--- src/hw/rtl/bsa_pkg.sv ---
// Package of types, codes and defaults for the bitmap slot allocator.
package bsa_pkg;

   localparam int NUM_SLOTS_DEF = 256;
   localparam int WORD_BITS_DEF = 32;

   localparam int SLOT_COUNT_W  = 9;
   localparam int OBJECT_SIZE_W = 16;
   localparam int SLOT_INDEX_W  = 8;
   localparam int OFFSET_W      = 24;
   localparam int CSR_DATA_W    = 16;
   localparam int CSR_INDEX_W   = 1;

   localparam logic [CSR_INDEX_W-1:0] CSR_SLOT_COUNT  = 1'd0;
   localparam logic [CSR_INDEX_W-1:0] CSR_OBJECT_SIZE = 1'd1;

   localparam logic [SLOT_COUNT_W-1:0]  SLOT_COUNT_RST  = 9'd256;
   localparam logic [OBJECT_SIZE_W-1:0] OBJECT_SIZE_RST = 16'd1;

   localparam logic [1:0] CMD_ALLOC       = 2'd0;
   localparam logic [1:0] CMD_RELEASE     = 2'd1;
   localparam logic [1:0] CMD_RELEASE_ALL = 2'd2;

   localparam logic [1:0] STATUS_OK    = 2'd0;
   localparam logic [1:0] STATUS_FULL  = 2'd1;
   localparam logic [1:0] STATUS_RANGE = 2'd2;

   typedef struct packed {
      logic [1:0]              command;
      logic [SLOT_INDEX_W-1:0] slot_index;
   } req_type;

   typedef struct packed {
      logic                    granted;
      logic [SLOT_INDEX_W-1:0] given_index;
      logic [OFFSET_W-1:0]     byte_offset;
      logic [1:0]              status;
   } rsp_type;

   typedef enum logic [2:0] {
      ST_IDLE,
      ST_SCAN,
      ST_MULT,
      ST_RELEASE,
      ST_CLEAR
   } state_type;

endpackage

--- src/hw/rtl/bsa_ram.sv ---
// Generic single-port-write, single-port-read RAM with registered read data.
module bsa_ram #(
   parameter int WIDTH = 32,
   parameter int DEPTH = 8,
   localparam int ADDR_W = (DEPTH > 1) ? $clog2(DEPTH) : 1
) (
   input  logic              clock,
   input  logic              wr_en,
   input  logic [ADDR_W-1:0] wr_addr,
   input  logic [WIDTH-1:0]  wr_data,
   input  logic [ADDR_W-1:0] rd_addr,
   output logic [WIDTH-1:0]  rd_data
);

   logic [WIDTH-1:0] mem_ff [DEPTH];
   logic [WIDTH-1:0] rd_data_ff;

   always_ff @(posedge clock) begin
      if (wr_en) begin
         mem_ff[wr_addr] <= wr_data;
      end
      rd_data_ff <= mem_ff[rd_addr];
   end

   assign rd_data = rd_data_ff;

endmodule

--- src/hw/rtl/bitmap_slot_allocator_core.sv ---
// Top level of the first-fit bitmap slot allocator: sequencer, map RAM and result register.
// Allocate: busy over the map words examined (1 to MAP_WORDS, eight at defaults), plus the
//    multiply state if granted, none for a zero slot count; result strobed in the cycle after.
// Release: busy in its own state, none if out of range. Release-all: busy over all map words.
// Invalid command: no busy time. The rate is set by the map RAM's one word read per cycle.
// Reset (synchronous) starts a clearing sweep of all map words with busy high.
// The result transfer cannot be stalled; a new start is taken while a result is shown.
module bitmap_slot_allocator_core
   import bsa_pkg::*;
#(
   parameter int NUM_SLOTS = NUM_SLOTS_DEF,
   parameter int WORD_BITS = WORD_BITS_DEF
) (
   input  logic                     clock,
   input  logic                     reset,
   input  logic                     start,
   output logic                     busy,
   input  req_type                  req_data,
   output logic                     rsp_strobe,
   output rsp_type                  rsp_data,
   input  logic                     csr_wr_en,
   input  logic [CSR_INDEX_W-1:0]   csr_index,
   input  logic [CSR_DATA_W-1:0]    csr_wr_data
);

   // Map geometry. Slot k lives at bit k % WORD_BITS of word k / WORD_BITS.
   localparam int MAP_WORDS = (NUM_SLOTS + WORD_BITS - 1) / WORD_BITS;
   localparam int ADDR_W    = (MAP_WORDS > 1) ? $clog2(MAP_WORDS) : 1;
   localparam int SLOT_W    = $clog2(NUM_SLOTS);
   localparam int BIT_W     = $clog2(WORD_BITS);
   localparam int SPAN      = MAP_WORDS * WORD_BITS;
   // Width for slot counts, word base indexes and their comparisons.
   localparam int CMP_W     = ($clog2(SPAN + 1) > SLOT_COUNT_W) ?
                              $clog2(SPAN + 1) : SLOT_COUNT_W;
   localparam int PROD_W    = SLOT_W + OBJECT_SIZE_W;
   localparam int REL_SPAN  = 1 << SLOT_INDEX_W;

   // Control and configuration registers.
   state_type                state_ff, state_in;
   logic [ADDR_W-1:0]        word_ptr_ff, word_ptr_in;
   logic                     clr_rsp_ff, clr_rsp_in;
   logic                     rsp_strobe_ff, rsp_strobe_in;
   logic [SLOT_COUNT_W-1:0]  slot_count_ff;
   logic [OBJECT_SIZE_W-1:0] object_size_ff;

   // Datapath registers.
   logic [CMP_W-1:0]         base_ff, base_in;
   logic [SLOT_W-1:0]        slot_ff, slot_in;
   logic [BIT_W-1:0]         rel_bit_ff, rel_bit_in;
   rsp_type                  rsp_data_ff, rsp_data_in;

   // Map RAM ports.
   logic                     ram_wr_en;
   logic [ADDR_W-1:0]        ram_wr_addr;
   logic [WORD_BITS-1:0]     ram_wr_data;
   logic [ADDR_W-1:0]        ram_rd_addr;
   logic [WORD_BITS-1:0]     ram_rd_data;

   // Decode and search signals.
   logic                     accept;
   logic [CMP_W-1:0]         live_count;
   logic                     rel_in_range;
   logic [ADDR_W-1:0]        rel_word_tbl [REL_SPAN];
   logic [BIT_W-1:0]         rel_bit_tbl  [REL_SPAN];
   logic [ADDR_W-1:0]        next_ptr;
   logic                     last_ptr;
   logic [CMP_W-1:0]         remain;
   logic [WORD_BITS-1:0]     valid_mask;
   logic [WORD_BITS-1:0]     free_mask;
   logic [WORD_BITS-1:0]     low_bit;
   logic                     found;
   logic [BIT_W-1:0]         bit_idx;
   logic                     last_word;
   logic [PROD_W-1:0]        product;

   assign busy       = (state_ff != ST_IDLE);
   assign accept     = start && !busy;
   assign rsp_strobe = rsp_strobe_ff;
   assign rsp_data   = rsp_data_ff;

   // The effective slot count saturates at the number of slots the map holds.
   assign live_count = (CMP_W'(slot_count_ff) > CMP_W'(NUM_SLOTS)) ?
                       CMP_W'(NUM_SLOTS) : CMP_W'(slot_count_ff);
   assign rel_in_range = CMP_W'(req_data.slot_index) < live_count;

   // Constant tables that split a release index into map word and bit position.
   for (genvar g = 0; g < REL_SPAN; g++) begin : g_rel_tbl
      assign rel_word_tbl[g] = ADDR_W'(g / WORD_BITS);
      assign rel_bit_tbl[g]  = BIT_W'(g % WORD_BITS);
   end

   assign last_ptr = (word_ptr_ff == ADDR_W'(MAP_WORDS - 1));
   assign next_ptr = last_ptr ? '0 : word_ptr_ff + 1'b1;

   // Search of the word read this cycle: only slots below the live count are candidates.
   assign remain    = live_count - base_ff;
   assign last_word = (base_ff + CMP_W'(WORD_BITS)) >= live_count;

   always_comb begin
      for (int b = 0; b < WORD_BITS; b++) begin
         valid_mask[b] = CMP_W'(b) < remain;
      end
   end

   assign free_mask = ~ram_rd_data & valid_mask;
   assign low_bit   = free_mask & (~free_mask + 1'b1);
   assign found     = |free_mask;

   always_comb begin
      bit_idx = '0;
      for (int b = 0; b < WORD_BITS; b++) begin
         if (low_bit[b]) begin
            bit_idx = bit_idx | BIT_W'(b);
         end
      end
   end

   // Byte offset of the claimed slot; the product is registered in the result register.
   assign product = PROD_W'(slot_ff) * PROD_W'(object_size_ff);

   // Next state of the sequencer.
   always_comb begin
      state_in = state_ff;
      unique case (state_ff)
         ST_IDLE: begin
            if (accept) begin
               unique case (req_data.command)
                  CMD_ALLOC: begin
                     if (live_count != '0) begin
                        state_in = ST_SCAN;
                     end
                  end
                  CMD_RELEASE: begin
                     if (rel_in_range) begin
                        state_in = ST_RELEASE;
                     end
                  end
                  CMD_RELEASE_ALL: begin
                     state_in = ST_CLEAR;
                  end
                  default: begin
                     state_in = ST_IDLE;
                  end
               endcase
            end
         end
         ST_SCAN: begin
            if (found) begin
               state_in = ST_MULT;
            end else if (last_word) begin
               state_in = ST_IDLE;
            end
         end
         ST_MULT: begin
            state_in = ST_IDLE;
         end
         ST_RELEASE: begin
            state_in = ST_IDLE;
         end
         ST_CLEAR: begin
            if (last_ptr) begin
               state_in = ST_IDLE;
            end
         end
         default: begin
            state_in = ST_IDLE;
         end
      endcase
   end

   // Datapath, RAM and result control for each state.
   always_comb begin
      word_ptr_in   = word_ptr_ff;
      base_in       = base_ff;
      slot_in       = slot_ff;
      rel_bit_in    = rel_bit_ff;
      clr_rsp_in    = clr_rsp_ff;
      rsp_strobe_in = 1'b0;
      rsp_data_in   = '0;
      ram_wr_en     = 1'b0;
      ram_wr_addr   = word_ptr_ff;
      ram_wr_data   = '0;
      ram_rd_addr   = word_ptr_ff;
      unique case (state_ff)
         ST_IDLE: begin
            // Fetch the first word an incoming command needs, so it is ready next cycle.
            ram_rd_addr = (req_data.command == CMD_RELEASE) ?
                          rel_word_tbl[req_data.slot_index] : '0;
            if (accept) begin
               unique case (req_data.command)
                  CMD_ALLOC: begin
                     word_ptr_in = '0;
                     base_in     = '0;
                     if (live_count == '0) begin
                        rsp_strobe_in      = 1'b1;
                        rsp_data_in.status = STATUS_FULL;
                     end
                  end
                  CMD_RELEASE: begin
                     word_ptr_in = rel_word_tbl[req_data.slot_index];
                     rel_bit_in  = rel_bit_tbl[req_data.slot_index];
                     if (!rel_in_range) begin
                        rsp_strobe_in      = 1'b1;
                        rsp_data_in.status = STATUS_RANGE;
                     end
                  end
                  CMD_RELEASE_ALL: begin
                     word_ptr_in = '0;
                     clr_rsp_in  = 1'b1;
                  end
                  default: begin
                     rsp_strobe_in = 1'b1;
                  end
               endcase
            end
         end
         ST_SCAN: begin
            // Check the current word while the next one is read.
            ram_rd_addr = next_ptr;
            if (found) begin
               ram_wr_en   = 1'b1;
               ram_wr_data = ram_rd_data | low_bit;
               slot_in     = SLOT_W'(base_ff + CMP_W'(bit_idx));
            end else if (last_word) begin
               rsp_strobe_in      = 1'b1;
               rsp_data_in.status = STATUS_FULL;
            end else begin
               word_ptr_in = next_ptr;
               base_in     = base_ff + CMP_W'(WORD_BITS);
            end
         end
         ST_MULT: begin
            rsp_strobe_in           = 1'b1;
            rsp_data_in.granted     = 1'b1;
            rsp_data_in.given_index = SLOT_INDEX_W'(slot_ff);
            rsp_data_in.byte_offset = OFFSET_W'(product);
            rsp_data_in.status      = STATUS_OK;
         end
         ST_RELEASE: begin
            ram_wr_en          = 1'b1;
            ram_wr_data        = ram_rd_data & ~(WORD_BITS'(1) << rel_bit_ff);
            rsp_strobe_in      = 1'b1;
            rsp_data_in.status = STATUS_OK;
         end
         ST_CLEAR: begin
            ram_wr_en   = 1'b1;
            word_ptr_in = next_ptr;
            // Only a release-all sweep answers; the sweep after reset does not.
            if (last_ptr && clr_rsp_ff) begin
               rsp_strobe_in      = 1'b1;
               rsp_data_in.status = STATUS_OK;
               clr_rsp_in         = 1'b0;
            end
         end
         default: begin
            rsp_strobe_in = 1'b0;
         end
      endcase
   end

   // Control and configuration registers.
   always_ff @(posedge clock) begin
      if (reset) begin
         state_ff       <= ST_CLEAR;
         word_ptr_ff    <= '0;
         clr_rsp_ff     <= 1'b0;
         rsp_strobe_ff  <= 1'b0;
         slot_count_ff  <= SLOT_COUNT_RST;
         object_size_ff <= OBJECT_SIZE_RST;
      end else begin
         state_ff      <= state_in;
         word_ptr_ff   <= word_ptr_in;
         clr_rsp_ff    <= clr_rsp_in;
         rsp_strobe_ff <= rsp_strobe_in;
         if (csr_wr_en) begin
            unique case (csr_index)
               CSR_SLOT_COUNT:  slot_count_ff  <= csr_wr_data[SLOT_COUNT_W-1:0];
               CSR_OBJECT_SIZE: object_size_ff <= csr_wr_data[OBJECT_SIZE_W-1:0];
               default:         slot_count_ff  <= slot_count_ff;
            endcase
         end
      end
   end

   // Datapath registers.
   always_ff @(posedge clock) begin
      base_ff     <= base_in;
      slot_ff     <= slot_in;
      rel_bit_ff  <= rel_bit_in;
      rsp_data_ff <= rsp_data_in;
   end

   // Used map, one word per WORD_BITS slots.
   bsa_ram #(
      .WIDTH (WORD_BITS),
      .DEPTH (MAP_WORDS)
   ) u_map_ram (
      .clock   (clock),
      .wr_en   (ram_wr_en),
      .wr_addr (ram_wr_addr),
      .wr_data (ram_wr_data),
      .rd_addr (ram_rd_addr),
      .rd_data (ram_rd_data)
   );

endmodule

--- config.mk ---
export PLATFORM = sky130hd
export DESIGN_NAME = bitmap_slot_allocator_core
export DESIGN_NICKNAME = d
export VERILOG_FILES = /design/src/hw/rtl/bsa_pkg.sv /design/src/hw/rtl/bsa_ram.sv /design/src/hw/rtl/bitmap_slot_allocator_core.sv
export SDC_FILE = /design/constraint.sdc
export NUM_CORES = 1
export LEC_CHECK = 0
export ABC_AREA = 1
export BUFFER_PORTS_ARGS = -buffer_cell sky130_fd_sc_hd__buf_2
export CORE_MARGIN = 5
export CORE_UTILIZATION = 30
export DETAILED_ROUTE_END_ITERATION = 10
export PLACE_DENSITY = 0.47
export SETUP_SLACK_MARGIN = 0.4
export SLEW_MARGIN = 30
export SYNTH_ARGS = -nofsm -noshare
export SYNTH_HDL_FRONTEND = slang
export SYNTH_HIERARCHICAL = 1
export SYNTH_SLANG_ARGS = --single-unit
--- constraint.sdc ---
create_clock -name clock -period 9.5 [get_ports clock]
set_input_delay 1.9 -clock clock [delete_from_list [all_inputs] [get_ports clock]]
set_output_delay 1.9 -clock clock [all_outputs]
set_load 0.03 [all_outputs]
==> reports/metrics.yaml <==
synthesis:
  synth-seq-cells: 373
  async_flop_share_pct: 0
  mappedNetlistArea_mm2: 0.0217
  ys_warn_count: 6
  synth_seq_area_share_pct: 47.0
  postSynthCellCount: 2625
  synthesis.nets: 2802
  avgSynthCellArea_um2: 8.27
  synth_most_common_cell: "nand2_1"
  netlist_top_cells_count: "nand2_1, inv_1, edfxtp_1, nand3_1, nor2_1"
  yosysTopAreaCell: "edfxtp_1"
  synth_top_cell_area_share_pct: 37.8
  synth_edf_count: 273
  synthTopCellsByArea: "edfxtp_1, nand2_1, inv_1"
  ys_types: 53
  ys.flop_type: "edfxtp_1"
setup_path:
  cp-end-kind: "register"
  critical_path_required_ps: 9970
  r2r_start: "slot_ff[7]$_DFFE_PP_"
  arrival_ps: 6150
  crit_buf_inv: 1
  reg2regPathDepth: 18
  crit_top_cell: "fa_1"
  reg2reg_slack_ps: 3820
  cp_slowest_cell: "edfxtp_1"
  path_delay_family: "adder cells"
  crit_type: "register to register"
  r2r_end: "rsp_data[23]$_SDFF_PN0_"
  max_stage_delay_ps: 890
  critPathMaxFanout: 17
  crit_chain: "nand2_1 -> fa_1 -> inv_1 -> fa_1 -> fa_1 -> fa_1 -> ha_1 -> a21oi_1 -> a21boi_0 -> nand2_1 -> a21oi_1 -> o21ai_0 -> a21boi_0 -> o21ai_0 -> nand3_1 -> nand2_1 -> o21ai_0 -> a21oi_1"
  cp-start-kind: "register"
sta:
  final.period_utilization_pct: 59.8
  fin_skew_ps: 59.4
  slew_viol_final: 0
  worst_pin_slew_ps: 932
  relSlewSlack_pct: 37.4
  rsz0062_at_grt: "false"
  holdWs_ps: 491
  setup_viol: 0
  hold_viol_final: 0
  max_freq_mhz: 176
  post-route-min-period_ps: 5680
  setup_tns_ps: 0
clock_network:
  cts.path.max_buffers: 3
  post_cts_buffers: 0
  cts_made_buffers: 44
  cts-root-buf: "clkbuf_16"
  cts.clk_slew.worst_paths_ps: 60
  clock_latency_ps: 600
  cts_tree: "built"
  cts_hold_buffers: 0
  h-tree-depth: 2
  cts_sinks: 373
  cts_resized: 0
final_layout:
  drive_above_1_share_pct: 7.86
  fin_nets: 2826
  multi_input_area_mm2: 0.00893
  nFillCells: 7506
  seq_area_mm2: 0.0102
  final_util_pct: 34.0
  area.growth.synth_to_final_pct: 12.1
  fin_cells: 3634
  antennaDiodeCount: 0
min_path:
  min-delay-start: "clr_rsp_ff$_SDFFE_PP0P_"
  hold_end: "clr_rsp_ff$_SDFFE_PP0P_"
  whs_path_depth: 2
  worst_hold_path_type: "register to register"
placement:
  io_buffers: 67
  dp.cells: 3553
  gp_congestion: 0.949
  post-dp-hpwl_um: 42000
grt:
  grt_pass1_vias: 16500
  use_met2_pct: 25.1
  grtUsageMet1_pct: 22.4
  top_usage_layer: "met2"
  grt_max_degree: 94
  antenna_found_initial: 1
  met3_usage_pct: 2.66
  track_usage_pct: 15.8
  grt_pass1_wl_um: 97000
  grt-ovfl-total: 0
detailed_routing:
  drc: 0
  drt_iter0_markers: 1317
  vias: 16800
  viasPerCell: 4.63
  totalWireLength_um: 62600
  postRouteAntennaNets: 0
  wl_per_cell_um: 17.2
  first_pass_iters: 5
job:
  drv_cap: 0
power_and_ir_drop:
  total_power_uw: 5970
  sw_frac_of_total_pct: 38.8
  intPower_uw: 3650
  p_leak_uw: 0.0119
  switching_power_uw: 2320
  pwr_density_cell_mw_per_mm2: 245
  ir_worst_vdd_uv: 194
  comb_power_share_pct: 34.5
  clkPwrFrac_pct: 27.8
  p_seq_share_pct: 37.7
floorplanning:
  row_count: 98
  die_h_um: 279
  die_w_um: 279
  die-area_mm2: 0.0779
  initial_core_util_pct: 30.3
  core_area_mm2: 0.0716
  pin_count: 68
outcome:
  outcome: "finished, final reports clean"
==> layer usage <==
metal  part of all wire (%)  vias to the layer above
met5                      0                        -
met2                     45                      409
met1                     47                     8081
met3                    5.0                      108
li1                       -                     8222
met4                    3.0                        0
==> per-stage QoR <==
step                      cell area (um2)  setup slack [ps]
final                               24300              3820
after global routing                24300              3440
after CTS                           24300              3810
after detailed placement            22900              3880
after global placement              22900              3920
after floorplan                     21700              4590
==> logic make-up (layout without fill, tap and decap cells) <==
group / count (synthesis) / in the layout / share of synthesized area, %
simple gates: 1200 / 1200 / 23.2
buf+inv: 669 / 728 / 12.4
flops: 373 / 373 / 47.0
compound gates: 234 / 234 / 6.02
fa+ha+maj: 146 / 146 / 11.3
xor+xnor: 3 / 3 / 0.156
==> worst reg2reg max path, cell delays in order (launching register included) <==
cell,delay [ps]
edfxtp_1,890
nand2_1,190
fa_1,560
inv_1,50
fa_1,520
fa_1,540
fa_1,500
ha_1,370
a21oi_1,160
a21boi_0,310
nand2_1,170
a21oi_1,210
o21ai_0,190
a21boi_0,310
o21ai_0,200
nand3_1,120
nand2_1,70
o21ai_0,150
a21oi_1,50
==> layout by cell type, fill, tap and decap left out, types with 7 or more instances in the layout <==
master / count
nand3_1: 205
dfxtp_1: 100
o211ai_1: 7
a21oi_1: 78
clkbuf_16: 44
nor2_2: 9
fa_1: 84
nor3_1: 21
o21ai_0: 87
buf_2: 67
buf_4: 16
edfxtp_1: 273
o21ai_1: 21
nand4_1: 20
nand2_1: 772
inv_1: 553
clkbuf_1: 17
ha_1: 62
nor2_1: 126
nand2_2: 13
nor2_4: 11
clkinv_2: 9
==> state kept, by name, summed over array words and instances (netlist names) <==
register and flops:
ram_wr_addr 3, base_ff 4, rel_bit_ff 5, state_ff 3
clr_rsp_ff 1, u_map_ram/rd_data 32, rsp_strobe 1, rsp_data 35
u_map_ram/mem_ff 256, object_size_ff 16, slot_ff 8, slot_count_ff 9
==> power by group through the flow <==
stage / clock, uW / combinational [uW] / sequential [uW]
after floorplan: 0 / 1540 / 2210
after global placement: 0 / 2080 / 2280
after detailed placement: 0 / 2080 / 2290
after CTS: 1720 / 2090 / 2250
after global routing: 1790 / 2360 / 2280
final: 1660 / 2060 / 2250
==> area by class of cell <==
| type | instances | share of cell area [%] |
|---|---|---|
| Clock buffer | 66 | 5.07 |
| Clock inverter | 15 | 0.812 |
| Inverter | 563 | 8.70 |
| Multi-Input combinational cell | 1583 | 36.7 |
| Sequential cell | 373 | 41.9 |
| Tap cell | 950 | 4.89 |
| Timing Repair Buffer | 84 | 1.92 |
==> worst max-delay path by stage <==
stage	startpoint	endpoint	depth (start not counted)
after floorplan	slot_ff[7]$_DFFE_PP_	rsp_data[23]$_SDFF_PN0_	20
after global placement	slot_ff[7]$_DFFE_PP_	rsp_data[23]$_SDFF_PN0_	18
after detailed placement	slot_ff[7]$_DFFE_PP_	rsp_data[23]$_SDFF_PN0_	18
after CTS	slot_ff[7]$_DFFE_PP_	rsp_data[23]$_SDFF_PN0_	18
after global routing	slot_ff[7]$_DFFE_PP_	rsp_data[23]$_SDFF_PN0_	18
final	slot_ff[7]$_DFFE_PP_	rsp_data[23]$_SDFF_PN0_	18
No activity file was read; power rests on OpenSTA's default activity.
